### src/rtl/plz_pkg.sv
// Shared types, constants and sizes for the PalmDOC LZ77 decompressor.
package plz_pkg;

  localparam int WINDOW_DEPTH = 2048;
  localparam int HIST_AW      = $clog2(WINDOW_DEPTH);
  localparam int PROD_W       = $clog2(WINDOW_DEPTH + 1);
  localparam int DIST_W       = 11;
  localparam int LEN_W        = 4;
  localparam int QUEUE_DEPTH  = 4;
  localparam int QUEUE_AW     = $clog2(QUEUE_DEPTH);

  localparam logic [7:0] BYTE_SPACE   = 8'h20;
  localparam logic [7:0] PAIR_LO      = 8'h80;
  localparam logic [7:0] PAIR_HI      = 8'hBF;
  localparam logic [7:0] SPACE_LO     = 8'hC0;
  localparam logic [7:0] RUN_LO       = 8'h01;
  localparam logic [7:0] RUN_HI       = 8'h08;
  localparam logic [7:0] SPACE_TOGGLE = 8'h80;
  localparam logic [LEN_W-1:0] LEN_BIAS = 4'd3;

  typedef enum logic [1:0] {
    MODE_IDLE,
    MODE_LIT,
    MODE_PAIR
  } tok_mode_t;

  typedef enum logic [1:0] {
    CMD_NONE,
    CMD_LIT,
    CMD_SPC,
    CMD_COPY
  } cmd_kind_t;

  typedef struct packed {
    cmd_kind_t         kind;
    logic [7:0]        data;
    logic [DIST_W-1:0] copy_dist;
    logic [LEN_W-1:0]  len;
    logic              bad;
    logic              trunc;
    logic              rec_end;
  } cmd_t;

  typedef enum logic [1:0] {
    BK_IDLE,
    BK_RUN,
    BK_DATA,
    BK_TRUNC
  } back_state_t;

endpackage

### src/rtl/plz_queue.sv
// Small command FIFO between the token parser and the output engine.
module plz_queue
  import plz_pkg::*;
(
  input  logic clk,
  input  logic rst,
  input  logic push,
  input  cmd_t push_cmd,
  input  logic pop,
  output cmd_t head,
  output logic full,
  output logic empty
);

  cmd_t                slots [QUEUE_DEPTH];
  logic [QUEUE_AW-1:0] wr_ptr;
  logic [QUEUE_AW-1:0] rd_ptr;
  logic [QUEUE_AW:0]   count;

  assign full  = (count == (QUEUE_AW+1)'(QUEUE_DEPTH));
  assign empty = (count == '0);
  assign head  = slots[rd_ptr];

  always_ff @(posedge clk) begin
    if (rst) begin
      wr_ptr <= '0;
      rd_ptr <= '0;
      count  <= '0;
    end else begin
      if (push) begin
        wr_ptr <= wr_ptr + 1'b1;
      end
      if (pop) begin
        rd_ptr <= rd_ptr + 1'b1;
      end
      if (push && !pop) begin
        count <= count + 1'b1;
      end else if (pop && !push) begin
        count <= count - 1'b1;
      end
    end
  end

  always_ff @(posedge clk) begin
    if (push) begin
      slots[wr_ptr] <= push_cmd;
    end
  end

endmodule

### config.mk
export PLATFORM = sky130hd
export DESIGN_NAME = plz_queue
export DESIGN_NICKNAME = d
export VERILOG_FILES = /design/src/rtl/plz_pkg.sv /design/src/rtl/plz_queue.sv
export SDC_FILE = /design/constraint.sdc
export NUM_CORES = 1
export LEC_CHECK = 0
export ABC_AREA = 0
export BUFFER_PORTS_ARGS = -buffer_cell sky130_fd_sc_hd__buf_2
export CORE_ASPECT_RATIO = 1.2
export CORE_MARGIN = 8
export CORE_UTILIZATION = 56
export CTS_CLUSTER_SIZE = 25
export DETAILED_ROUTE_END_ITERATION = 16
export PLACE_DENSITY = 0.78
export SLEW_MARGIN = 25
export SYNTH_ARGS = -nofsm -noshare
export SYNTH_HDL_FRONTEND = slang
export SYNTH_SLANG_ARGS = --single-unit
export TNS_END_PERCENT = 20
### constraint.sdc
create_clock -name clk -period 2.2 [get_ports clk]
set_clock_uncertainty 0.1 [all_clocks]
set_input_delay 0.22 -clock clk [delete_from_list [all_inputs] [get_ports clk]]
set_output_delay 0.22 -clock clk [all_outputs]
set_load 0.05 [all_outputs]
---- Word-level counts from Yosys, hierarchy flattened ----
Memories as Yosys holds them, arrays and structs flattened. A register that Yosys moved wholly into a read port is not among the register bits.
Index checks and enable logic that the tools add are counted.
word-level totals
  bits in registers ....................... 7
  RAM bits ................................ 112
  memories kept ........................... 1
memory list
  memory  words  bits a word  rd ports  clocked after memory_dff  write ports  line             text
  slots   4      28           1         1                         1            plz_queue.sv:15  cmd_t slots [QUEUE_DEPTH];
operators by class
  add/sub/neg operators ................... 4
  eq/ne operators ......................... 1
  multiplexer cells ....................... 6
  reductions and logical operators ........ 6
operators by type and width
  cell                                              number
  two-way mux 3 bit                                 2
  adder 2 x 1 -> 2 bit, second input constant       2
  two-way mux 2 bit                                 2
  adder 3 x 1 -> 3 bit, second input constant       1
  == test 3 bit, second input constant              1
  logical NOT 3 bit                                 1
  subtractor 3 x 1 -> 3 bit, second input constant  1
  logical AND 1 bit                                 2
  logical NOT 1 bit                                 2
  two-way mux 1 bit                                 2
  nonzero test 2 bit                                1

---- Longest topological paths before layout ----
  word-level depth ........................ 4
  gate-level depth with buffers ........... 7

---- Least setup slack after synthesis ----
No wires, ideal clock.
  path kind ............................... register -> output
  start ................................... register count[1]
  end ..................................... output full
  arrival ................................. 1.502 ns
  data required time ...................... 1.880 ns
  slack ................................... 0.378 ns
  cell stages (with the launch flop) ...... 2
  cell sequence ........................... dfxtp_1 > nor3b_1
between the ends
  word-level cells in the longest chain between the ends .. 1
ends and longest elaborated chain
  what                    line             text
  from (decl)             plz_queue.sv:18  logic [QUEUE_AW:0] count;
  from (signal assigned)  plz_queue.sv:37  count <= count + 1'b1;
  from (signal assigned)  plz_queue.sv:39  count <= count - 1'b1;
  == test 3 bit           plz_queue.sv:20  assign full = (count == (QUEUE_AW+1)'(QUEUE_DEPTH));
  to (decl)               plz_queue.sv:11  output logic full,
Every way passes these cells.

==> results.yml <==
sta:
  fin_ws_ps: 8.36
  relSlewSlack_pct: 49.0
  finalSetupViolCount: 0
  holdWs_ps: 354
  maxSlewViolCount: 0
  period_share_pct: 99.6
  worst_pin_slew_ps: 765
  fmax_ghz: 0.456
  finalCriticalPeriod_ps: 2190
  rsz0062_at_grt: "yes"
  hold_violations: 0
layout:
  regArea_sq_um: 3550
  fin_cells: 411
  fin_area_sq_um: 5990
  drive_above_1_share_pct: 41.1
  multi_input_area_sq_um: 885
  nFillCells: 440
  num_antenna_cells: 0
  syn2layout_area_growth_pct: 32.6
  layout.nets: 341
route:
  drcViolationCount: 0
  drt-initial-drc-count: 74
  vias: 2232
  wl_microns: 8140
  viasPerCell: 5.43
  wl_per_cell_microns: 19.8
  drtPass1Iterations: 5
  ant_nets: 0
floorplanning:
  core.rowCount: 36
  io-pin-count: 62
  start_util_pct: 56.7
  die-area_sq_um: 11200
  die_h_microns: 114
  coreArea_sq_um: 7970
  fp.dieW_microns: 98.0
global_route:
  grt.busiest_layer: "met2"
  track_usage_pct: 15.6
  grt_use_met2_pct: 26.4
  grt_pass1_wl_microns: 12800
  grt_pass1_vias: 2445
  grtUsageMet3_pct: 5.78
  grt_antenna_before_repair: 0
  use_met1_pct: 17.0
  grt_max_degree: 29
  grt_overflow: 0
worst_setup_path:
  slowest_stage: "mux4_1"
  startpoint_type: "flip-flop"
  path_cells: "buf_4 > mux4_1 > buf_6"
  crit_fanout: 7
  crit_type: "reg -> out"
  r2r-start: "wr_ptr[0]$_SDFFE_PP0P_"
  worstPathRequired_ps: 1880
  max_stage_delay_ps: 590
  critPathCaptureType: "output pin"
  worst_r2r_endpoint: "slots[2][20]$_DFFE_PP_"
  timing.reg2reg.setup_slack_ps: 520
  worstPathArrival_ps: 1870
  r2r_cells: 3
power:
  p_leak_nw: 2.15
  power.density_nw_per_um2: 1070
  vdd_drop_max_mv: 0.707
place:
  portBuffers: 61
  post-dp-hpwl_microns: 4620
  place_congestion: 0.704
  pre_cts_slack_ps: 366
  postPlaceCellArea_sq_um: 4950
  place_inst: 344
synthesis:
  syn_area_sq_um: 4520
  synth-seq-cells: 121
  yosys_warnings: 0
  async_reset_ff_share_pct: 0
  synth-edff-count: 112
  seq_area_frac_synth_pct: 78.4
  netlist_top_cells_area: "edfxtp_1 (74%), mux4_2 (10%), mux4_1 (4.7%)"
  yosysTopAreaCell: "edfxtp_1"
  avgSynthCellArea_sq_um: 23.8
  yosysUniqueCellTypes: 22
  yosysMostFrequentCell: "edfxtp_1"
  synth_fp_nets: 228
  synth.top_cells.by_count: "edfxtp_1 (112), mux4_2 (20), dfxtp_1 (9), mux4_1 (8), nor2_1 (7)"
  synth_flop_cell: "edfxtp_1"
  syn_inst: 190
  yosys.area.top_type_share_pct: 74.4
min_path:
  hold_depth: 2
  min-delay-start: "push_cmd[27]"
  hold_class: "in -> reg"
  min_to: "slots[1][27]$_DFFE_PP_"
run:
  cap_violations: 0
clock_tree:
  clkLatencyLatePin_ps: 510
  cts_buffers: 17
  cts_tree: "yes"
  cts_buffer_depth: 2
  clock_sinks: 121
  path_clk_slew_ps: 60
  root_buffer: "clkbuf_8"
  ctsHtreeMaxLevel: 4
run_status:
  status: "finished, final reports clean"
==> layer usage <==
layer  vias up  part of all wire [%]
met3        14                   4.9
li1       1021                     -
met4         0                   1.5
met2        67                    52
met1      1130                    42
met5         -                     0
==> stage by stage <==
| stage | power (W) | setup TNS (ps) | utilization, % |
|---|---|---|---|
| floorplan | 0.00331 | 0 | - |
| global placement | 0.00349 | 0 | 62.1 |
| detailed placement | 0.00351 | 0 | 62.1 |
| CTS | 0.00639 | -3.21 | 74.3 |
| global route | 0.00658 | -374 | 75.1 |
| finish | 0.00638 | 0 | 75.1 |
==> report_power, final <==
group,leakage [nW],internal [W],switching [W]
combinational,0.754,0.000336,0.000548
clock,0.290,0.00184,0.000973
sequential,1.10,0.00264,0.0000464
total,2.15,0.00481,0.00157
==> flip-flops by register name, summed over array words and instances, names as in the netlist, named ones only <==
name,flops
slots,112
count,3
rd_ptr,2
wr_ptr,2
==> area by class of cell <==
cell class                 instances  share of cell area, %
inverter                           4                  0.251
clock buffer                      17                   6.91
multi-input combinational         58                   14.8
timing repair buffer             101                   13.5
tap                               95                   1.98
clock inverter                    15                   3.34
sequential                       121                   59.2
==> cell usage in the layout, fill, tap and decap left out, types with 5 or more instances in the layout <==
cell type	synthesis	final
edfxtp_1	112	112
buf_2	3	47
dlygate4sd3_1	0	31
mux4_2	20	23
clkbuf_16	0	17
buf_6	1	10
buf_4	0	9
dfxtp_1	9	8
nor2_1	7	7
mux4_1	8	5
ha_1	5	5
==> worst max-delay path, delay by kind of cell (launching register included) <==
| family | cells | cell delay, ps |
|---|---|---|
| multiplexers | 1 | 590 |
| flip-flops | 1 | 430 |
| buffers and inverters | 2 | 330 |
==> worst max-delay path by stage <==
stage	from	endpoint	cells past startpoint
floorplan	count[1]$_SDFFE_PP0P_	full	1
global placement	flip-flop	head[23]	3
detailed placement	flip-flop	head[23]	3
CTS	flip-flop	head[23]	3
global route	flip-flop	head[18]	3
finish	flip-flop	head[18]	3
==> what timing repair did <==
| action | CTS | global route |
|---|---|---|
| buffers inserted | 3 | 0 |
| setup endpoints to repair | 26 | 25 |
| pin swaps | 0 | 0 |
| hold buffers | 31 | 0 |
| cloned | 0 | 1 |
| gates resized for setup | 9 | 26 |
| endpoints found under the hold margin | 121 | 0 |
==> cells by family (layout without fill, tap and decap cells) <==
family                   count (synthesis)  in the layout  share of synthesized area (%)
AND/OR/NAND/NOR                         15             15                           1.63
XOR/XNOR                                 5              5                          0.969
AO/OA/AOI/OAI                            2              2                          0.221
adder cells (fa/ha/maj)                  6              6                           1.83
buffers and inverters                   11            137                           1.88
multiplexers                            30             30                           15.1
flip-flops                             121            121                           78.4
No activity file was read; power rests on OpenSTA's default activity.
