### config.mk
export PLATFORM = sky130hd
export DESIGN_NAME = plz_front_flat
export DESIGN_NICKNAME = d
export VERILOG_FILES = /design/src/rtl/plz_pkg.sv /design/src/rtl/plz_in_if.sv /design/src/rtl/plz_front.sv /design/src/flat_wrapper.sv
export SDC_FILE = /design/constraint.sdc
export NUM_CORES = 1
export LEC_CHECK = 0
export BUFFER_PORTS_ARGS = -buffer_cell sky130_fd_sc_hd__buf_2
export CORE_ASPECT_RATIO = 1.25
export CORE_MARGIN = 5
export CORE_UTILIZATION = 42
export CTS_BUF_LIST = sky130_fd_sc_hd__clkbuf_16
export DETAILED_ROUTE_END_ITERATION = 16
export GPL_TIMING_DRIVEN = 0
export PLACE_DENSITY = 0.7
export SETUP_SLACK_MARGIN = 0.05
export SYNTH_ARGS = -nofsm -noshare
export SYNTH_HDL_FRONTEND = slang
export SYNTH_SLANG_ARGS = --single-unit
export TNS_END_PERCENT = 20
### constraint.sdc
create_clock -name clk -period 5 [get_ports clk]
set_input_delay 0 -clock clk [delete_from_list [all_inputs] [get_ports clk]]
set_output_delay 0 -clock clk [all_outputs]
set_load 0.005 [all_outputs]
### src/rtl/plz_pkg.sv
// Shared types, constants and sizes for the PalmDOC LZ77 decompressor.
package plz_pkg;

  localparam int WINDOW_DEPTH = 2048;
  localparam int HIST_AW      = $clog2(WINDOW_DEPTH);
  localparam int PROD_W       = $clog2(WINDOW_DEPTH + 1);
  localparam int DIST_W       = 11;
  localparam int LEN_W        = 4;
  localparam int QUEUE_DEPTH  = 4;
  localparam int QUEUE_AW     = $clog2(QUEUE_DEPTH);

  localparam logic [7:0] BYTE_SPACE   = 8'h20;
  localparam logic [7:0] PAIR_LO      = 8'h80;
  localparam logic [7:0] PAIR_HI      = 8'hBF;
  localparam logic [7:0] SPACE_LO     = 8'hC0;
  localparam logic [7:0] RUN_LO       = 8'h01;
  localparam logic [7:0] RUN_HI       = 8'h08;
  localparam logic [7:0] SPACE_TOGGLE = 8'h80;
  localparam logic [LEN_W-1:0] LEN_BIAS = 4'd3;

  typedef enum logic [1:0] {
    MODE_IDLE,
    MODE_LIT,
    MODE_PAIR
  } tok_mode_t;

  typedef enum logic [1:0] {
    CMD_NONE,
    CMD_LIT,
    CMD_SPC,
    CMD_COPY
  } cmd_kind_t;

  typedef struct packed {
    cmd_kind_t         kind;
    logic [7:0]        data;
    logic [DIST_W-1:0] copy_dist;
    logic [LEN_W-1:0]  len;
    logic              bad;
    logic              trunc;
    logic              rec_end;
  } cmd_t;

  typedef enum logic [1:0] {
    BK_IDLE,
    BK_RUN,
    BK_DATA,
    BK_TRUNC
  } back_state_t;

endpackage

### src/rtl/plz_in_if.sv
// Compressed byte channel: valid/ready with byte and record-end mark.
interface plz_in_if;
  logic       valid;
  logic       ready;
  logic [7:0] in_byte;
  logic       record_end;

  modport source (output valid, output in_byte, output record_end, input ready);
  modport sink   (input valid, input in_byte, input record_end, output ready);
endinterface

### src/rtl/plz_front.sv
// Token parser: accepts compressed bytes and queues output commands.
module plz_front
  import plz_pkg::*;
(
  input  logic   clk,
  input  logic   rst,
  plz_in_if.sink din,
  output logic   push,
  output cmd_t   cmd,
  input  logic   full
);

  tok_mode_t         mode;
  tok_mode_t         mode_next;
  logic [3:0]        literals_left;
  logic [3:0]        literals_left_next;
  logic [7:0]        pair_first_byte;
  logic [7:0]        pair_first_byte_next;
  logic [PROD_W-1:0] produced_count;
  logic [PROD_W-1:0] produced_count_next;
  logic [LEN_W-1:0]  nbytes;
  logic [PROD_W:0]   prod_sum;
  logic              accept;
  logic [7:0]        b;
  logic [DIST_W-1:0] copy_dist;
  logic [LEN_W-1:0]  len;

  assign din.ready = !full;
  assign accept    = din.valid && !full;
  assign b         = din.in_byte;
  assign copy_dist = {pair_first_byte[5:0], b[7:3]};
  assign len       = LEN_W'({1'b0, b[2:0]}) + LEN_BIAS;

  always_comb begin
    mode_next = mode;
    unique case (mode)
      MODE_LIT: begin
        if (literals_left <= 4'd1) begin
          mode_next = MODE_IDLE;
        end
      end
      MODE_PAIR: mode_next = MODE_IDLE;
      default: begin
        if (b >= PAIR_LO && b <= PAIR_HI) begin
          mode_next = MODE_PAIR;
        end else if (b >= RUN_LO && b <= RUN_HI) begin
          mode_next = MODE_LIT;
        end
      end
    endcase
  end

  always_comb begin
    cmd                  = '0;
    cmd.kind             = CMD_NONE;
    cmd.data             = b;
    cmd.copy_dist        = copy_dist;
    cmd.len              = len;
    cmd.rec_end          = din.record_end;
    nbytes               = '0;
    literals_left_next   = literals_left;
    pair_first_byte_next = pair_first_byte;
    unique case (mode)
      MODE_LIT: begin
        cmd.kind = CMD_LIT;
        nbytes   = 4'd1;
        if (literals_left > 4'd0) begin
          literals_left_next = literals_left - 4'd1;
        end
      end
      MODE_PAIR: begin
        cmd.kind             = CMD_COPY;
        cmd.bad              = (copy_dist == '0) || (PROD_W'(copy_dist) > produced_count);
        nbytes               = len;
        pair_first_byte_next = '0;
      end
      default: begin
        if (b >= PAIR_LO && b <= PAIR_HI) begin
          pair_first_byte_next = b;
        end else if (b >= SPACE_LO) begin
          cmd.kind = CMD_SPC;
          nbytes   = 4'd2;
        end else if (b >= RUN_LO && b <= RUN_HI) begin
          literals_left_next = b[3:0];
        end else begin
          cmd.kind = CMD_LIT;
          nbytes   = 4'd1;
        end
      end
    endcase
    cmd.trunc = din.record_end && (mode_next != MODE_IDLE);
    push      = accept && ((cmd.kind != CMD_NONE) || cmd.trunc);
  end

  always_comb begin
    prod_sum = {1'b0, produced_count} + (PROD_W+1)'(nbytes);
    if (prod_sum > (PROD_W+1)'(WINDOW_DEPTH)) begin
      produced_count_next = PROD_W'(WINDOW_DEPTH);
    end else begin
      produced_count_next = prod_sum[PROD_W-1:0];
    end
  end

  always_ff @(posedge clk) begin
    if (rst) begin
      mode            <= MODE_IDLE;
      literals_left   <= '0;
      pair_first_byte <= '0;
      produced_count  <= '0;
    end else if (accept) begin
      if (din.record_end) begin
        mode            <= MODE_IDLE;
        literals_left   <= '0;
        pair_first_byte <= '0;
        produced_count  <= '0;
      end else begin
        mode            <= mode_next;
        literals_left   <= literals_left_next;
        pair_first_byte <= pair_first_byte_next;
        produced_count  <= produced_count_next;
      end
    end
  end

endmodule

### src/flat_wrapper.sv
// flat-port wrapper written by rule: the top's interface ports become plain ports
module plz_front_flat import plz_pkg::*;
  (clk, rst, push, cmd, full, din_valid, din_in_byte, din_record_end, din_ready);
  plz_in_if din_i ();
  input  logic clk;
  input  logic rst;
  output logic push;
  output cmd_t cmd;
  input  logic full;
  input wire logic [$bits(din_i.valid)-1:0] din_valid;
  input wire logic [$bits(din_i.in_byte)-1:0] din_in_byte;
  input wire logic [$bits(din_i.record_end)-1:0] din_record_end;
  output wire logic [$bits(din_i.ready)-1:0] din_ready;
  assign din_i.valid = din_valid;
  assign din_i.in_byte = din_in_byte;
  assign din_i.record_end = din_record_end;
  assign din_ready = din_i.ready;
  plz_front u_core (.clk(clk), .rst(rst), .din(din_i), .push(push), .cmd(cmd), .full(full));
endmodule
# Word-level counts from Yosys, hierarchy flattened
# Cells that the tools add are included.
[classes]
mux = 25
n_lt_le_gt_ge = 9
addsub = 3
n_eq_ne = 7
n_reduce_logical = 15
[op_table]
columns = ["cell", "n"]
rows = [
  ["4-bit 2-to-1 mux", 7],
  ["12-bit 2-to-1 mux", 2],
  ["8-bit greater-or-equal comparator (second input constant)", 2],
  ["4-bit one-hot mux with 2 select lines", 2],
  ["12-bit by 4-bit adder with 13-bit output", 1],
  ["13-bit by 12-bit > comparator with 1-bit output (second input constant)", 1],
  ["11-bit by 12-bit > comparator with 1-bit output", 1],
  ["2-bit 2-to-1 mux", 6],
  ["6-bit 2-to-1 mux", 2],
  ["6-bit one-hot mux with 2 select lines", 1],
  ["11-bit zero test", 1],
  ["8-bit by 1-bit greater-or-equal comparator with 1-bit output (second input constant)", 1],
  ["8-bit by 4-bit less-or-equal comparator with 1-bit output (second input constant)", 1],
  ["8-bit less-or-equal comparator (second input constant)", 1],
  ["2-bit one-hot mux with 2 select lines", 2],
  ["3-bit != test (second input constant)", 2],
  ["6-bit AND reduction", 1],
  ["3-bit nonzero test", 2],
  ["1-bit logical AND", 5],
  ["3-bit by 2-bit adder with 4-bit output (second input constant)", 1],
  ["4-bit by 1-bit > comparator with 1-bit output (second input constant)", 1],
  ["4-bit by 1-bit less-or-equal comparator with 1-bit output (second input constant)", 1],
  ["2-bit != test (second input constant)", 2],
  ["2-bit nonzero test", 2],
  ["8 further kinds", 11],
]
[totals]
elab_cells = 63
reg_bits = 24
input_bits = 13
out_inout_bits = 30

# Depth between registers and ports, before layout
# Gate-level depths: netlist (run 1).
[depth]
depth_word = 10
depth_mapped = 16
depth_no_buf = 16

# Worst setup path before layout (run 1)
# No wires, ideal clock.
[synth_path]
kind = "input to register"
startpoint = "input din_in_byte[0]"
endpoint = "register u_core.produced_count[2]"
setup_slack_ps = 1553
required_time_ps = 4872
stages = 16
arrival_time_ps = 3320
setup_time_ps = 128
n_path_buf = 0
cell_sequence = "inv_1 ha_1 or4b_1 and3_1 o21ai_0 o31a_1 ha_1 inv_1 fa_1 nand2b_4 a2111oi_4 mux2i_1 nor4_4 a31o_2 a32oi_1 nor2_1"
[synth_between]
elab_chain_len = 10
word_cells_on_any_way = 16
cone_classes = "2 x add/sub; 6 x order compare; 6 x mux; 2 x reduce/logical"
[synth_lines]
columns = ["element", "line", "text"]
rows = [
  ["from (decl)", "flat_wrapper.sv:11", "input wire logic [$bits(din_i.in_byte)-1:0] din_in_byte;"],
  ["8-bit by 1-bit greater-or-equal comparator with 1-bit output or 8-bit by 4-bit less-or-equal comparator with 1-bit output (tied branches)", "plz_front.sv:83", "end else if (b >= RUN_LO && b <= RUN_HI) begin"],
  ["1-bit logical AND", "plz_front.sv:83", ""],
  ["1-bit 2-to-1 mux", "plz_front.sv:83", ""],
  ["4-bit 2-to-1 mux", "plz_front.sv:80", "end else if (b >= SPACE_LO) begin"],
  ["4-bit 2-to-1 mux", "plz_front.sv:78", "if (b >= PAIR_LO && b <= PAIR_HI) begin"],
  ["4-bit one-hot mux with 2 select lines *", "plz_front.sv:63", "unique case (mode)"],
  ["12-bit by 4-bit adder with 13-bit output *", "plz_front.sv:96", "prod_sum = {1'b0, produced_count} + (PROD_W+1)'(nbytes);"],
  ["13-bit by 12-bit > comparator with 1-bit output", "plz_front.sv:97", "if (prod_sum > (PROD_W+1)'(WINDOW_DEPTH)) begin"],
  ["12-bit 2-to-1 mux *", "plz_front.sv:97", ""],
  ["12-bit 2-to-1 mux *", "plz_front.sv:111", "if (din.record_end) begin"],
  ["to (signal assigned)", "plz_front.sv:120", "produced_count <= produced_count_next;"],
  ["to (decl)", "plz_front.sv:19", "logic [PROD_W-1:0] produced_count;"],
]
# Every way passes the cells marked *; elsewhere a longest branch is shown, timed or not.
# A chain may end at the register's enable or synchronous reset.

# Worst setup path in the final report (run 1)
# Same ends and word-level chain as after synthesis.

==> results summary, run 1 <==
The total negative slack for setup checks is 0 ps. The starting density of the core came out at 0.435. The time the worst path needs with I/O delays and setup is about 3800 ps. The share of the synthesized area in the top cell type is 0.216. The worst clock skew came out at 4.76 ps. The area of the die came out at a little under 7000 sq um. The number of global-route vias before repair is between 2000 and 2500. The area of the core region is ~5000 sq um. The total global routing overflow came out at 0. During synthesis, Yosys emitted a total of 0 warnings. The final cycle utilization of the critical path came out at 0.762. For this design, the slowest cell found on the critical path is sky130_fd_sc_hd__a2111oi_4. Setup violations remaining at the end of the flow were counted as 0. The pin slew with the least headroom to its limit is 651 ps. The worst endpoint required time came out at between 5000 and 6000 ps. The number of setup buffers added after CTS is 0.

In this run the core area contains 29 standard-cell rows. At the end of the flow, the number of nets in the layout was 380. The number of sinks on the clock net came out at 24. Entering global routing, the biggest net connects 13 pins. The fmax came out at between 200 and 300 MHz. The cell area that synthesis handed to floorplanning was 2220 sq um. The sequential share of the synthesized area is 0.216. In the post-synthesis netlist, the cell with the most instances is sky130_fd_sc_hd__nor2_1. By area the synthesized netlist is led by sky130_fd_sc_hd__dfxtp_1 (22%), sky130_fd_sc_hd__ha_1 (12%), sky130_fd_sc_hd__nor2_1 (5.9%).

The worst setup path is launched from an input port. The first-iteration detailed-routing DRC count is approximately 140. The tree is rooted in a sky130_fd_sc_hd__clkbuf_16. The instance count of the mapped netlist came out at between 200 and 300.

The routed layout has 2244 vias. The cell type contributing the most total cell area after synthesis is sky130_fd_sc_hd__dfxtp_1. The height of the die is 91.4 microns.

The insertion delay of the later-clocked pin in the worst-skew pair is about 260 ps. In the routed design, unresolved DRC markers number 0. Once the clock tree was built, the resizer swapped 0 gates to a different size.

The number of max-capacitance violations reported came out at 0. The post-synthesis sequential element count is 24. The number of placed I/O pins is 43. Of all flip-flops after synthesis, the portion carrying an async set or reset was 0. The number of H-tree levels came out at 1.

The kind of path behind the tightest hold check is in2reg. The floorplan step set the die width to 75.1 microns. The flow ran to the end, and the final reports show no timing, DRC or antenna violations.

The total wire length after detailed routing is 6100 microns. The number of antenna violations at the first check in global routing was 0. Data on the critical path arrives at its endpoint at 3950 ps. The final count of pins violating max slew came to 0.

The signal on the critical path passes through buf_2 > inv_1 > ha_1 > or4b_1 > and3_1 > o21ai_0 > o31a_1 > ha_1 > inv_1 > fa_1 > nand2b_4 > a2111oi_4 > mux2i_1 > nor4_4 > a31o_2 > a32oi_1 > nor2_1. The highest cell delay on the worst timing path is 430 ps. Using the TritonRoute via totals, the vias-per-cell ratio works out to 5.55. The repair_antennas step left the layout with diodes totalling 0. The clock-pin transition on the worst setup and hold timing paths is 70 ps. The top cell family by delay on the critical path is compound AO/OA/AOI/OAI gates. The global-route wire length before repair came out at 10100 microns.

The maximum net fanout on the critical path came out at 9. The number of buffers and inverters on the critical path is 3. Among all flip-flop cells after synthesis, the most frequent one is sky130_fd_sc_hd__dfxtp_1. The number of buffers created by CTS is 3. The number of enable flip-flop cells after synthesis is 0.

At the end of routability-driven placement, the weighted congestion stood at 0.914. The count of buffers added on input and output ports is 41. The wire-length estimate of the detail-placed layout is about 4900 microns. The CTS tree is built. The maximum buffer depth of the clock tree is 2.

The number of iterations in the first detailed-routing pass is 6. The cell area power density came out at 181 nW/um^2. The worst-case hold slack is between 40 and 50 ps. The number of unique standard cell types used by synthesis came out at 51.

The overall fraction of global-route tracks in use is 0.184. In the final layout, the share of cells above drive strength 1 is 0.228. The count of hold-fix buffers inserted at cts came out at 0. The static leakage is 1.08 nW. The mean area per synthesized cell is 7.47 sq um.

Setup repair after global routing left no endpoint under its margin. The critical path is of the in2reg type. The number of filler instances in the final layout came out at between 500 and 600.

Measured against its own limit, the worst slew margin works out to 0.562. The total nets after synthesis came out at 334. The critical path capture point type is a flip-flop. The remaining antenna violation count after routing is 0. The commonest cells after synthesis are sky130_fd_sc_hd__nor2_1 (35), sky130_fd_sc_hd__dfxtp_1 (24), sky130_fd_sc_hd__inv_1 (24), sky130_fd_sc_hd__nand2_1 (23), sky130_fd_sc_hd__ha_1 (22).

The hold violation total from the final report was 0. The worst-case IR drop observed on VDD is between 0.1 and 0.15 mV. After detailed routing, the average wire length per cell comes to around 15 microns.

Relative to the synthesized area, the layout overhead comes to 16.1%.
-- worst reg2reg max path, cell delays in order, from the launching register on --
cell and delay (ps):
sky130_fd_sc_hd__dfxtp_1 350, sky130_fd_sc_hd__inv_1 80, sky130_fd_sc_hd__ha_1 400, sky130_fd_sc_hd__inv_1 180, sky130_fd_sc_hd__nand2_1 100, sky130_fd_sc_hd__o21ai_0 330, sky130_fd_sc_hd__inv_1 120, sky130_fd_sc_hd__fa_1 460
sky130_fd_sc_hd__nand2b_4 200, sky130_fd_sc_hd__a2111oi_4 430, sky130_fd_sc_hd__mux2i_1 410, sky130_fd_sc_hd__nor4_4 80, sky130_fd_sc_hd__a31o_2 290, sky130_fd_sc_hd__a32oi_1 200, sky130_fd_sc_hd__nor2_1 50
-- where the power goes --
part / total, mW / switching (mW) / internal, mW
clock network: 0.179 / 0.0730 / 0.106
logic: 0.0928 / 0.0517 / 0.0411
registers: 0.196 / 0.00264 / 0.193
-- layer usage --
| layer | share of wire | vias to the layer above | global-route usage |
|---|---|---|---|
| li1 | - | 1130 | - |
| met1 | 0.41 | 1047 | 0.213 |
| met2 | 0.54 | 56 | 0.339 |
| met3 | 0.028 | 11 | 0.0166 |
| met4 | 0.018 | 0 | 0.0653 |
| met5 | 0 | - | 0 |
-- layout by cell type (no fill, tap or decap), types with 2 or more instances in the layout --
cell | netlist | layout
sky130_fd_sc_hd__buf_2 | 3 | 44
sky130_fd_sc_hd__xnor2_1 | 4 | 4
sky130_fd_sc_hd__inv_1 | 24 | 24
sky130_fd_sc_hd__a22o_1 | 3 | 3
sky130_fd_sc_hd__xor2_1 | 2 | 2
sky130_fd_sc_hd__o21ai_0 | 17 | 17
sky130_fd_sc_hd__a21o_1 | 3 | 3
sky130_fd_sc_hd__nor4_1 | 3 | 3
sky130_fd_sc_hd__nand2_1 | 23 | 23
sky130_fd_sc_hd__and3_1 | 2 | 2
sky130_fd_sc_hd__a31oi_1 | 3 | 3
sky130_fd_sc_hd__a211oi_1 | 3 | 3
sky130_fd_sc_hd__buf_4 | 15 | 15
sky130_fd_sc_hd__clkbuf_1 | 5 | 5
sky130_fd_sc_hd__clkbuf_16 | 0 | 3
sky130_fd_sc_hd__a21boi_0 | 3 | 3
sky130_fd_sc_hd__nand3_1 | 15 | 15
sky130_fd_sc_hd__nand4_1 | 6 | 6
sky130_fd_sc_hd__dfxtp_1 | 24 | 24
sky130_fd_sc_hd__and2_1 | 4 | 4
sky130_fd_sc_hd__o21a_1 | 3 | 3
sky130_fd_sc_hd__nor2_2 | 2 | 2
sky130_fd_sc_hd__a21oi_1 | 20 | 20
sky130_fd_sc_hd__o31ai_1 | 2 | 2
sky130_fd_sc_hd__ha_1 | 22 | 22
sky130_fd_sc_hd__nor3_1 | 7 | 7
sky130_fd_sc_hd__nor2_1 | 35 | 35
sky130_fd_sc_hd__nor2b_1 | 5 | 5
sky130_fd_sc_hd__o22ai_1 | 2 | 2
sky130_fd_sc_hd__a211oi_2 | 2 | 2
sky130_fd_sc_hd__o21ai_1 | 5 | 5
sky130_fd_sc_hd__a22oi_1 | 5 | 5
sky130_fd_sc_hd__nand2b_1 | 5 | 5
sky130_fd_sc_hd__mux2i_1 | 3 | 3
-- cells by family (layout without fill, tap and decap cells) --
group | Yosys count | in the layout | synth area share
xor gates and xnor gates | 6 | 6 | 0.0236
AOI/OAI and AO/OA | 78 | 78 | 0.235
buffers and inverters | 48 | 92 | 0.108
adders and majority gates | 23 | 23 | 0.133
DFF | 24 | 24 | 0.216
and+or+nand+nor | 115 | 115 | 0.266
muxes | 4 | 4 | 0.0186
-- sequential cells by signal, indices dropped and copies added, names as in the netlist --
| register | flops |
|---|---|
| u_core.pair_first_byte | 6 |
| u_core.literals_left | 4 |
| u_core.produced_count | 12 |
| u_core.mode | 2 |
-- final timing paths --
check | start | endpoint | slack [ps] | cells after the start
max reg2reg | u_core.mode[0] | u_core.produced_count[2] | 1210 | 14
max | din_in_byte[0] | u_core.produced_count[2] | 1190 | 17
min | din_in_byte[4] | u_core.pair_first_byte[4] | 40 | 3
min reg2reg | u_core.mode[0] | u_core.mode[0] | 480 | 2
-- area by class of cell --
type                            instances  area, sq um  area share
Sequential cell                        24          480       0.186
Timing Repair Buffer                   41          205      0.0795
Buffer                                 23          146      0.0567
Clock buffer                            3         75.1      0.0291
Multi-Input combinational cell        226         1500       0.582
Tap cell                               62         77.6      0.0300
Inverter                               25         93.8      0.0363
-- stage by stage --
step	total power, mW	cell area (sq um)	utilization	worst slack, ps	instances
5_1_grt	0.489	2580	0.505	964	404
4_1_cts	0.469	2580	0.505	1220	404
3_3_place_gp	0.291	2510	0.490	991	401
2_1_floorplan	0.257	2220	-	1550	298
6_report	0.468	2580	0.505	1190	404
3_5_place_dp	0.293	2510	0.490	949	401
(Power assumes the default switching activity.)
==> run 2, diff against run 1 <==
ABC_AREA = 1   (was not set)
clock period = 3.65 ns   (was 5 ns; I/O delays follow)
==> run 2 against run 1 <==
Against the previous run:
- global-route usage is 0.28 points higher
- final cell count rose by 18%
- worst setup slack got worse by 690 ps
- register-to-register slack lost 710 ps
- synthesized cell count rose by 23%
- combinational power increased by 47%
- critical endpoint is now u_core.produced_count[0]
- wire length is 0.80% higher
- first-iteration DRC count rose by 12%
- core utilization up 1.1 points
- power grew 56%
==> results summary, run 2 <==
In this run the core area contains 29 standard-cell rows. The top cell types in the final layout, fill and taps aside, are sky130_fd_sc_hd__nand2_1 (104), sky130_fd_sc_hd__inv_1 (51), sky130_fd_sc_hd__buf_2 (42), sky130_fd_sc_hd__a21oi_1 (39), sky130_fd_sc_hd__nor2_1 (35). The number of placed instances, taps included is 470. The post-synthesis sequential element count came out at 24. After layout, the minimum clock period comes to 3150 ps. The worst path arrival time is 3340 ps. The count of endpoints failing setup in the final report is 0. For this run, the detailed router's first-pass iteration total came to 4. The register with the most flip-flops in the layout has 12 of them. Of the total power, the share spent switching nets is 0.254. The post-layout instance count excluding filler cells is 475. Counting distinct cell types in the post-synthesis netlist gives 30. The number of placed I/O pins is 43. Among all cell types in the netlist, the one instantiated most often is sky130_fd_sc_hd__nand2_1. The tool flagged a number of max-cap violations equal to 0.

The maximum net fanout on the critical path came out at 10. The post-route total power is 0.728 mW. The number of sinks on the clock net is 24.

Entering global routing, the biggest net connects 15 pins. CTS placed an instance of sky130_fd_sc_hd__clkbuf_16 at the clock tree root. The number of antenna violations at the first check in global routing is 0. In the synthesized netlist, the cells that appear most often are sky130_fd_sc_hd__nand2_1 (104), sky130_fd_sc_hd__inv_1 (51), sky130_fd_sc_hd__a21oi_1 (39), sky130_fd_sc_hd__nor2_1 (35), sky130_fd_sc_hd__nand3_1 (29). The final count of pins violating max slew is 0. The number of warning messages in the yosys log came out at 0. The met2 routing resource usage after global routing is 0.344. The post-DP HPWL came out at 5050 microns. The end of the worst register-to-register path is u_core.produced_count[0]. The area of the die came out at 6940 sq um. Along the worst hold path, the cell count comes to 3. Port buffering added 42 buffers. Measured in cells, the most critical reg-to-reg path has a length of 19. The number of enable flip-flop cells after synthesis came out at 0.

The pin slew with the least headroom to its limit is 637 ps. The starting density of the core is 0.438. The total standard cell area after synthesis is 2250 sq um.

The number of nets in the finished design came out at 450. The final standard cell utilization of the core came out at 0.516. Global routing finished with a remaining overflow of 0. The maximum buffer depth of the clock tree came out at 2.

The number of inserted diodes came out at 0. The number of filler instances in the final layout is 561. The floorplan step defined a core boundary enclosing 5150 sq um. The die extent in x came out at roughly 76 microns. The first global-routing pass estimated between 10000 and 15000 microns of wire.

The total negative slack for setup checks is 0 ps. The share of the Yosys chip area taken by registers is 0.213. The mean area per synthesized cell is 6.16 sq um. The insertion delay of the later-clocked pin in the worst-skew pair came out at 260 ps.

The critical path is of the reg2reg type. The DRC violation count after routing came out at 0. The detail route stage leaves a number of antenna-violating nets equal to 0.

The flow ran to the end, and the final reports show no timing, DRC or antenna violations. Of the total power, the clock network draws 0.442. Measured along the y axis, the die boundary spans 91.9 microns. The congestion estimate from routability-driven global placement came to 0.870. The hold violation total from the final report came to 0. Dividing total power by cell area gives a power density of around 270 nW/um^2.

TritonCTS built the clock tree. The busiest layer in global routing is met2. The launch instance of the worst register-to-register path is u_core.mode[0]. The number of buffers created by CTS is 3.

The number of global-route vias before repair came to roughly 2300. The instance count of the mapped netlist came out at approximately 370. The number of H-tree levels is 1.

The most instantiated flip-flop cell in the synthesis netlist is sky130_fd_sc_hd__dfxtp_1. The path class of the tightest hold or removal check is in2reg. By area the synthesized netlist is led by sky130_fd_sc_hd__dfxtp_1 (21%), sky130_fd_sc_hd__nand2_1 (17%), sky130_fd_sc_hd__ha_1 (12%). The relative slew slack is 0.575. sky130_fd_sc_hd__dfxtp_1 takes more of the synthesized area than any other cell.

The final cycle utilization of the critical path came out at 0.862. When the netlist entered floorplanning its net count stood at roughly 400. The worst clock skew came out at 3.28 ps.

The static leakage is 1.31 nW. The overall fraction of global-route tracks in use came out at 0.187. The number of setup buffers added after CTS is 0. For this run, global-route usage on met3 was measured as 0.0241. The maximum vdd drop came out at 0.275 mV.

The beginning of the worst hold path is din_in_byte[2]. After detailed routing, the number of vias per cell comes to 5.16. The internal portion of the total power is 0.543 mW. STA classifies the critical path startpoint as a flip-flop. In this run, the number of DRC markers left after iteration 0 of detailed routing was 154. The share of the synthesized area in the top cell type came out at 0.213. Of the total power, registers draw 0.372. The total wire length after detailed routing came out at about 6100 microns.

The combinational share of power came out at 0.186. The library cell used most frequently in the layout, excluding fill and tap cells, is sky130_fd_sc_hd__nand2_1. Setup repair after global routing left no endpoint under its margin. The largest registers in the layout are u_core.produced_count x12, u_core.pair_first_byte x6, u_core.literals_left x4. The register-to-register setup slack came out at between 500 and 600 ps. Counting flops per register, the top entry is u_core.produced_count. The fraction of layout instances using a drive strength above 1 is 0.167. The clock-pin transition on the worst setup and hold timing paths came out at 70 ps. The routed layout has about 2500 vias.

The endpoint with the worst hold slack is u_core.pair_first_byte[2]. For this run, asynchronously set or reset flops after synthesis account for 0. The global routing met1 resource utilization is 0.221. The register cell area after layout is 480 sq um. For this design the total switching power over the nets is 0.185 mW.

Based on the critical path, the design can be clocked at up to 318 MHz. The area added between synthesis and finish came out at 17.9%. STA classifies the critical path endpoint as a flip-flop. At the worst endpoint, the required time is approximately 3800 ps. The total area of multi-input combinational cells is 1420 sq um. The average detailed-routed wire length per instance came out at around 13 microns.
[run 2: cell count changes in the layout (fill, tap and decap cells not counted), sizes merged, moves of 4 or more]
cell	delta
a211oi	-5
nand2	+84
o21ai	-12
nor2b	-5
nand2b	-6
and2	-4
a22oi	-5
a21oi	+19
nand3	+16
inv	+26
[run 2: power by group through the flow]
| stage | Clock, mW | Combinational, mW | Sequential (mW) |
|---|---|---|---|
| 3_5_place_dp | 0 | 0.136 | 0.277 |
| 5_1_grt | 0.335 | 0.155 | 0.272 |
| 4_1_cts | 0.322 | 0.137 | 0.271 |
| 6_report | 0.321 | 0.136 | 0.271 |
| 2_1_floorplan | 0 | 0.0851 | 0.276 |
| 3_3_place_gp | 0 | 0.133 | 0.277 |
[run 2: cell families after synthesis]
kind of cell | after synthesis | synth area share
and+or+nand+nor | 187 | 0.349
adders and majority gates | 23 | 0.131
DFF | 24 | 0.213
xor gates and xnor gates | 1 | 0.00389
AOI/OAI and AO/OA | 60 | 0.146
buffers and inverters | 71 | 0.158
[run 2: worst max path at each step]
stage | startpoint | to | slack [ps] | cells after the start
2_1_floorplan | u_core.mode[0] | u_core.produced_count[9] | 920 | 19
3_3_place_gp | din_in_byte[1] | u_core.produced_count[10] | 420 | 25
3_5_place_dp | din_in_byte[1] | u_core.produced_count[10] | 380 | 25
4_1_cts | u_core.mode[0] | u_core.produced_count[10] | 500 | 19
5_1_grt | u_core.mode[0] | u_core.produced_count[6] | 160 | 19
6_report | u_core.mode[0] | u_core.produced_count[0] | 500 | 19
[run 2: final cells by class]
| class | count | area share |
|---|---|---|
| Tap cell | 62 | 0.0292 |
| Sequential cell | 24 | 0.181 |
| Clock inverter | 1 | 0.0113 |
| Timing Repair Buffer | 43 | 0.0829 |
| Multi-Input combinational cell | 271 | 0.534 |
| Inverter | 51 | 0.0720 |
| Clock buffer | 3 | 0.0282 |
| Buffer | 20 | 0.0617 |
[run 2: routing by layer]
metal,part of all wire,vias up
met2,0.53,45
li1,-,1269
met3,0.039,11
met4,0.018,0
met5,0,-
met1,0.42,1126
[run 2: through the flow]
step | hold slack (ps) | setup WS [ps] | cell area (sq um)
floorplan | 36.6 | 920 | 2250
global placement | 219 | 424 | 2540
detailed placement | 220 | 375 | 2540
CTS | 79.7 | 500 | 2660
global route | 91.2 | 162 | 2660
finish | 79.1 | 502 | 2660
[run 2: critical path, stage by stage (launching register included)]
cell                      delay [ps]
sky130_fd_sc_hd__dfxtp_1         360
sky130_fd_sc_hd__inv_1            70
sky130_fd_sc_hd__ha_1            370
sky130_fd_sc_hd__o21ai_0         170
sky130_fd_sc_hd__o21a_1          190
sky130_fd_sc_hd__ha_1            160
sky130_fd_sc_hd__inv_1            60
sky130_fd_sc_hd__fa_1            430
sky130_fd_sc_hd__inv_1           170
sky130_fd_sc_hd__nand3_1         160
sky130_fd_sc_hd__nand3_1         140
sky130_fd_sc_hd__nand3_1          70
sky130_fd_sc_hd__nor2_1          130
sky130_fd_sc_hd__nand2_1          70
sky130_fd_sc_hd__nor2_1           80
sky130_fd_sc_hd__nand2_1          60
sky130_fd_sc_hd__nand2_2          70
sky130_fd_sc_hd__buf_6           140
sky130_fd_sc_hd__nand2_1          60
sky130_fd_sc_hd__a21oi_1         120
[run 2: timing repair]
item,in CTS,in global routing
hold buffers,1,0
gates resized for setup,0,0
hold endpoints to repair,1,0
==> run 3, diff against run 2 <==
GPL_TIMING_DRIVEN = 1   (was 0)
==> run 3 against run 2 <==
Against the previous run:
- sequential share of layout area increased by 1.3 points
- critical path type unchanged
- largest power group unchanged
- largest cell class unchanged
- count of clock-buffer cells in the layout unchanged
- final cell count decreased by 4.4%
- global-route usage increased by 0.46 points
- critical endpoint is now u_core.produced_count[7]
- wire length increased by 2.0%
- sequential cell count unchanged
- hold slack improved by 3.5 ps
- fmax decreased by 0.92%
- critical path depth decreased by 1
- non-clock buffer count decreased by 21
- sequential power about the same
- via count decreased by 3.3%
==> results summary, run 3 (synthesized netlist as in run 2, its figures left out) <==
The overall fraction of global-route tracks in use came out at 0.192. The number of inserted diodes came out at 0. The count of standard-cell rows came out at 29. The quantity of I/O buffers inserted on ports is 42.

The worst hold path was traced through 3 stages. Dividing the detail-routed via count by the number of cells gives 5.22. The flip-flop count of the largest register, all copies and words added came out at 12. The global-route wire length before repair came out at 10600 microns. The total wire length after detailed routing is between 6000 and 7000 microns. The total overflow left after global routing is 0. The via count came out at 2371. Setup repair after global routing left no endpoint under its margin. The last weighted congestion value of the routability-driven placer came out at 0.941. The number of antenna violations at the first check in global routing is 0. IR analysis of the VDD net gives a maximum drop of 0.217 mV. The worst endpoint required time is 3840 ps. Leaving out fill and tap cells, the most frequent cell in the layout is sky130_fd_sc_hd__nand2_1. The final cycle utilization of the critical path is 0.870. The count of hold-fix buffers inserted at cts is 0. The run finished with clean final reports.

The fmax came out at 315 MHz. The average detailed-routed wire length per instance is 13.8 microns. The number of iterations in the first detailed-routing pass is 4. The final count of pins violating max slew came out at 0. The maximum number of pins on one net before global-route repair came out at 23. The post-DP HPWL is just under 5000 microns. The register-to-register setup slack is 470 ps.

Data arrives at the worst endpoint at 3370 ps. The worst-case hold slack is 82.6 ps. Counting the buffers created by CTS gives 3.

The end of the worst register-to-register path is u_core.produced_count[7]. The path with the worst hold slack has its endpoint at u_core.pair_first_byte[2]. The fraction of layout instances using a drive strength above 1 is 0.135. The kind of path behind the tightest hold check is in2reg. The number of H-tree levels is 1. The area added between synthesis and finish came out at 10.2%. The first-iteration detailed-routing DRC count is 175. The number of nets in the finished design came out at 429. Setup violations remaining at the end of the flow were counted as 0. The maximum net fanout on the critical path is 11.

In this run the horizontal extent of the chip is 75.5 microns. Measured against its own limit, the worst slew margin works out to 0.598. The number of setup buffers added after CTS is 0.

The insertion delay of the later-clocked pin in the worst-skew pair came out at 260 ps. The time the worst path needs with I/O delays and setup came out at 3180 ps. The largest registers in the layout are u_core.produced_count x12, u_core.pair_first_byte x6, u_core.literals_left x4. During I/O placement, the number of pins put on the boundary was 43. The final standard cell utilization of the core is 0.482.

STA classifies the critical path startpoint as a flip-flop. The total negative slack for setup checks is 0 ps. In this run the critical register-to-register path is launched from u_core.mode[0]. For the pin with the worst max-slew slack, the measured transition is 603 ps. The library cells used most frequently in the layout, excluding fill and tap cells, are sky130_fd_sc_hd__nand2_1 (104), sky130_fd_sc_hd__inv_1 (51), sky130_fd_sc_hd__buf_2 (42), sky130_fd_sc_hd__a21oi_1 (39), sky130_fd_sc_hd__nor2_1 (35). The CTS tree is built. Max-cap violations in this run came to 0.

The area of the die is ~7000 sq um. The finished layout holds 454 standard cells, fillers aside. The category of the critical setup timing path is reg2reg.

The number of placed instances, taps included came out at 450. The cell area power density came out at 287 nW/um^2. The remaining antenna violation count after routing came out at 0. The tree is rooted in a sky130_fd_sc_hd__clkbuf_16. The height of the die came out at 91.9 microns.

The region available for standard cell placement spans 5150 sq um. The starting density of the core came out at 0.438. The number of sinks on the clock net came out at 24. The count of cells along the worst register-to-register path came out at 18. The number of global-route vias before repair was between 2000 and 2500. The startpoint identified for the worst hold timing path is din_in_byte[2].

The maximum buffer depth of the clock tree is 2. On the final layout, the worst clock skew is 4.32 ps. The static leakage is around 1.2 nW. STA classifies the critical path endpoint as a flip-flop. The post-cts resize count is 0. Counting flops per register, the top entry is u_core.produced_count.

The hold violation total from the final report came to 0. After detailed routing, the number of remaining DRC violations is 0. The clock-pin transition on the worst setup and hold timing paths is 70 ps.
-- run 3: metal layers --
layer | global-route usage | wire (microns)
met3 | 0.0186 | 215
met5 | 0 | 0
met4 | 0.0787 | 206
met1 | 0.235 | 2650
met2 | 0.332 | 3200
-- run 3: worst max-delay path by stage --
stage / slack, ps / from / cells past startpoint / to
2_1_floorplan: 920 / u_core.mode[0] / 19 / u_core.produced_count[9]
3_3_place_gp: 550 / din_in_byte[0] / 24 / u_core.produced_count[10]
4_1_cts: 510 / u_core.mode[0] / 18 / u_core.produced_count[7]
5_1_grt: 190 / u_core.mode[0] / 18 / u_core.produced_count[8]
6_report: 470 / u_core.mode[0] / 18 / u_core.produced_count[7]
3_5_place_dp: 490 / din_in_byte[0] / 24 / u_core.produced_count[7]
-- run 3: report_power, final --
group	internal, mW	switching (mW)
Sequential	0.266	0.00478
Combinational	0.0460	0.0758
Clock	0.218	0.102
-- run 3: metrics by stage --
step	instance area, sq um	power, mW	setup WS, ps
floorplan	2250	0.361	920
global placement	2380	0.397	550
detailed placement	2380	0.399	489
CTS	2480	0.719	514
global route	2480	0.744	190
finish	2480	0.713	473
-- run 3: layout make-up --
type / count / area [sq um]
clock inverters: 1 / 30.0
well taps: 62 / 77.6
clock buffers: 3 / 75.1
repair buffers: 42 / 210
fillers: 562 / 2670
multi-input cells: 271 / 1420
inverters: 51 / 191
flip-flops and latches: 24 / 480
-- run 3: worst max-delay path, cell delays in order, from the launching register on --
cell and delay, ps:
sky130_fd_sc_hd__dfxtp_1 370, sky130_fd_sc_hd__inv_1 80, sky130_fd_sc_hd__ha_1 390, sky130_fd_sc_hd__o21ai_0 170, sky130_fd_sc_hd__o21a_1 180, sky130_fd_sc_hd__ha_1 170
sky130_fd_sc_hd__inv_1 60, sky130_fd_sc_hd__fa_1 410, sky130_fd_sc_hd__inv_1 140, sky130_fd_sc_hd__nand3_1 130, sky130_fd_sc_hd__nand2_1 150, sky130_fd_sc_hd__nand3_1 90
sky130_fd_sc_hd__nand2_1 100, sky130_fd_sc_hd__nand3_1 70, sky130_fd_sc_hd__nor2_1 100, sky130_fd_sc_hd__nand2_1 80, sky130_fd_sc_hd__nand2_2 200, sky130_fd_sc_hd__nand2_1 90
sky130_fd_sc_hd__a21oi_1 120
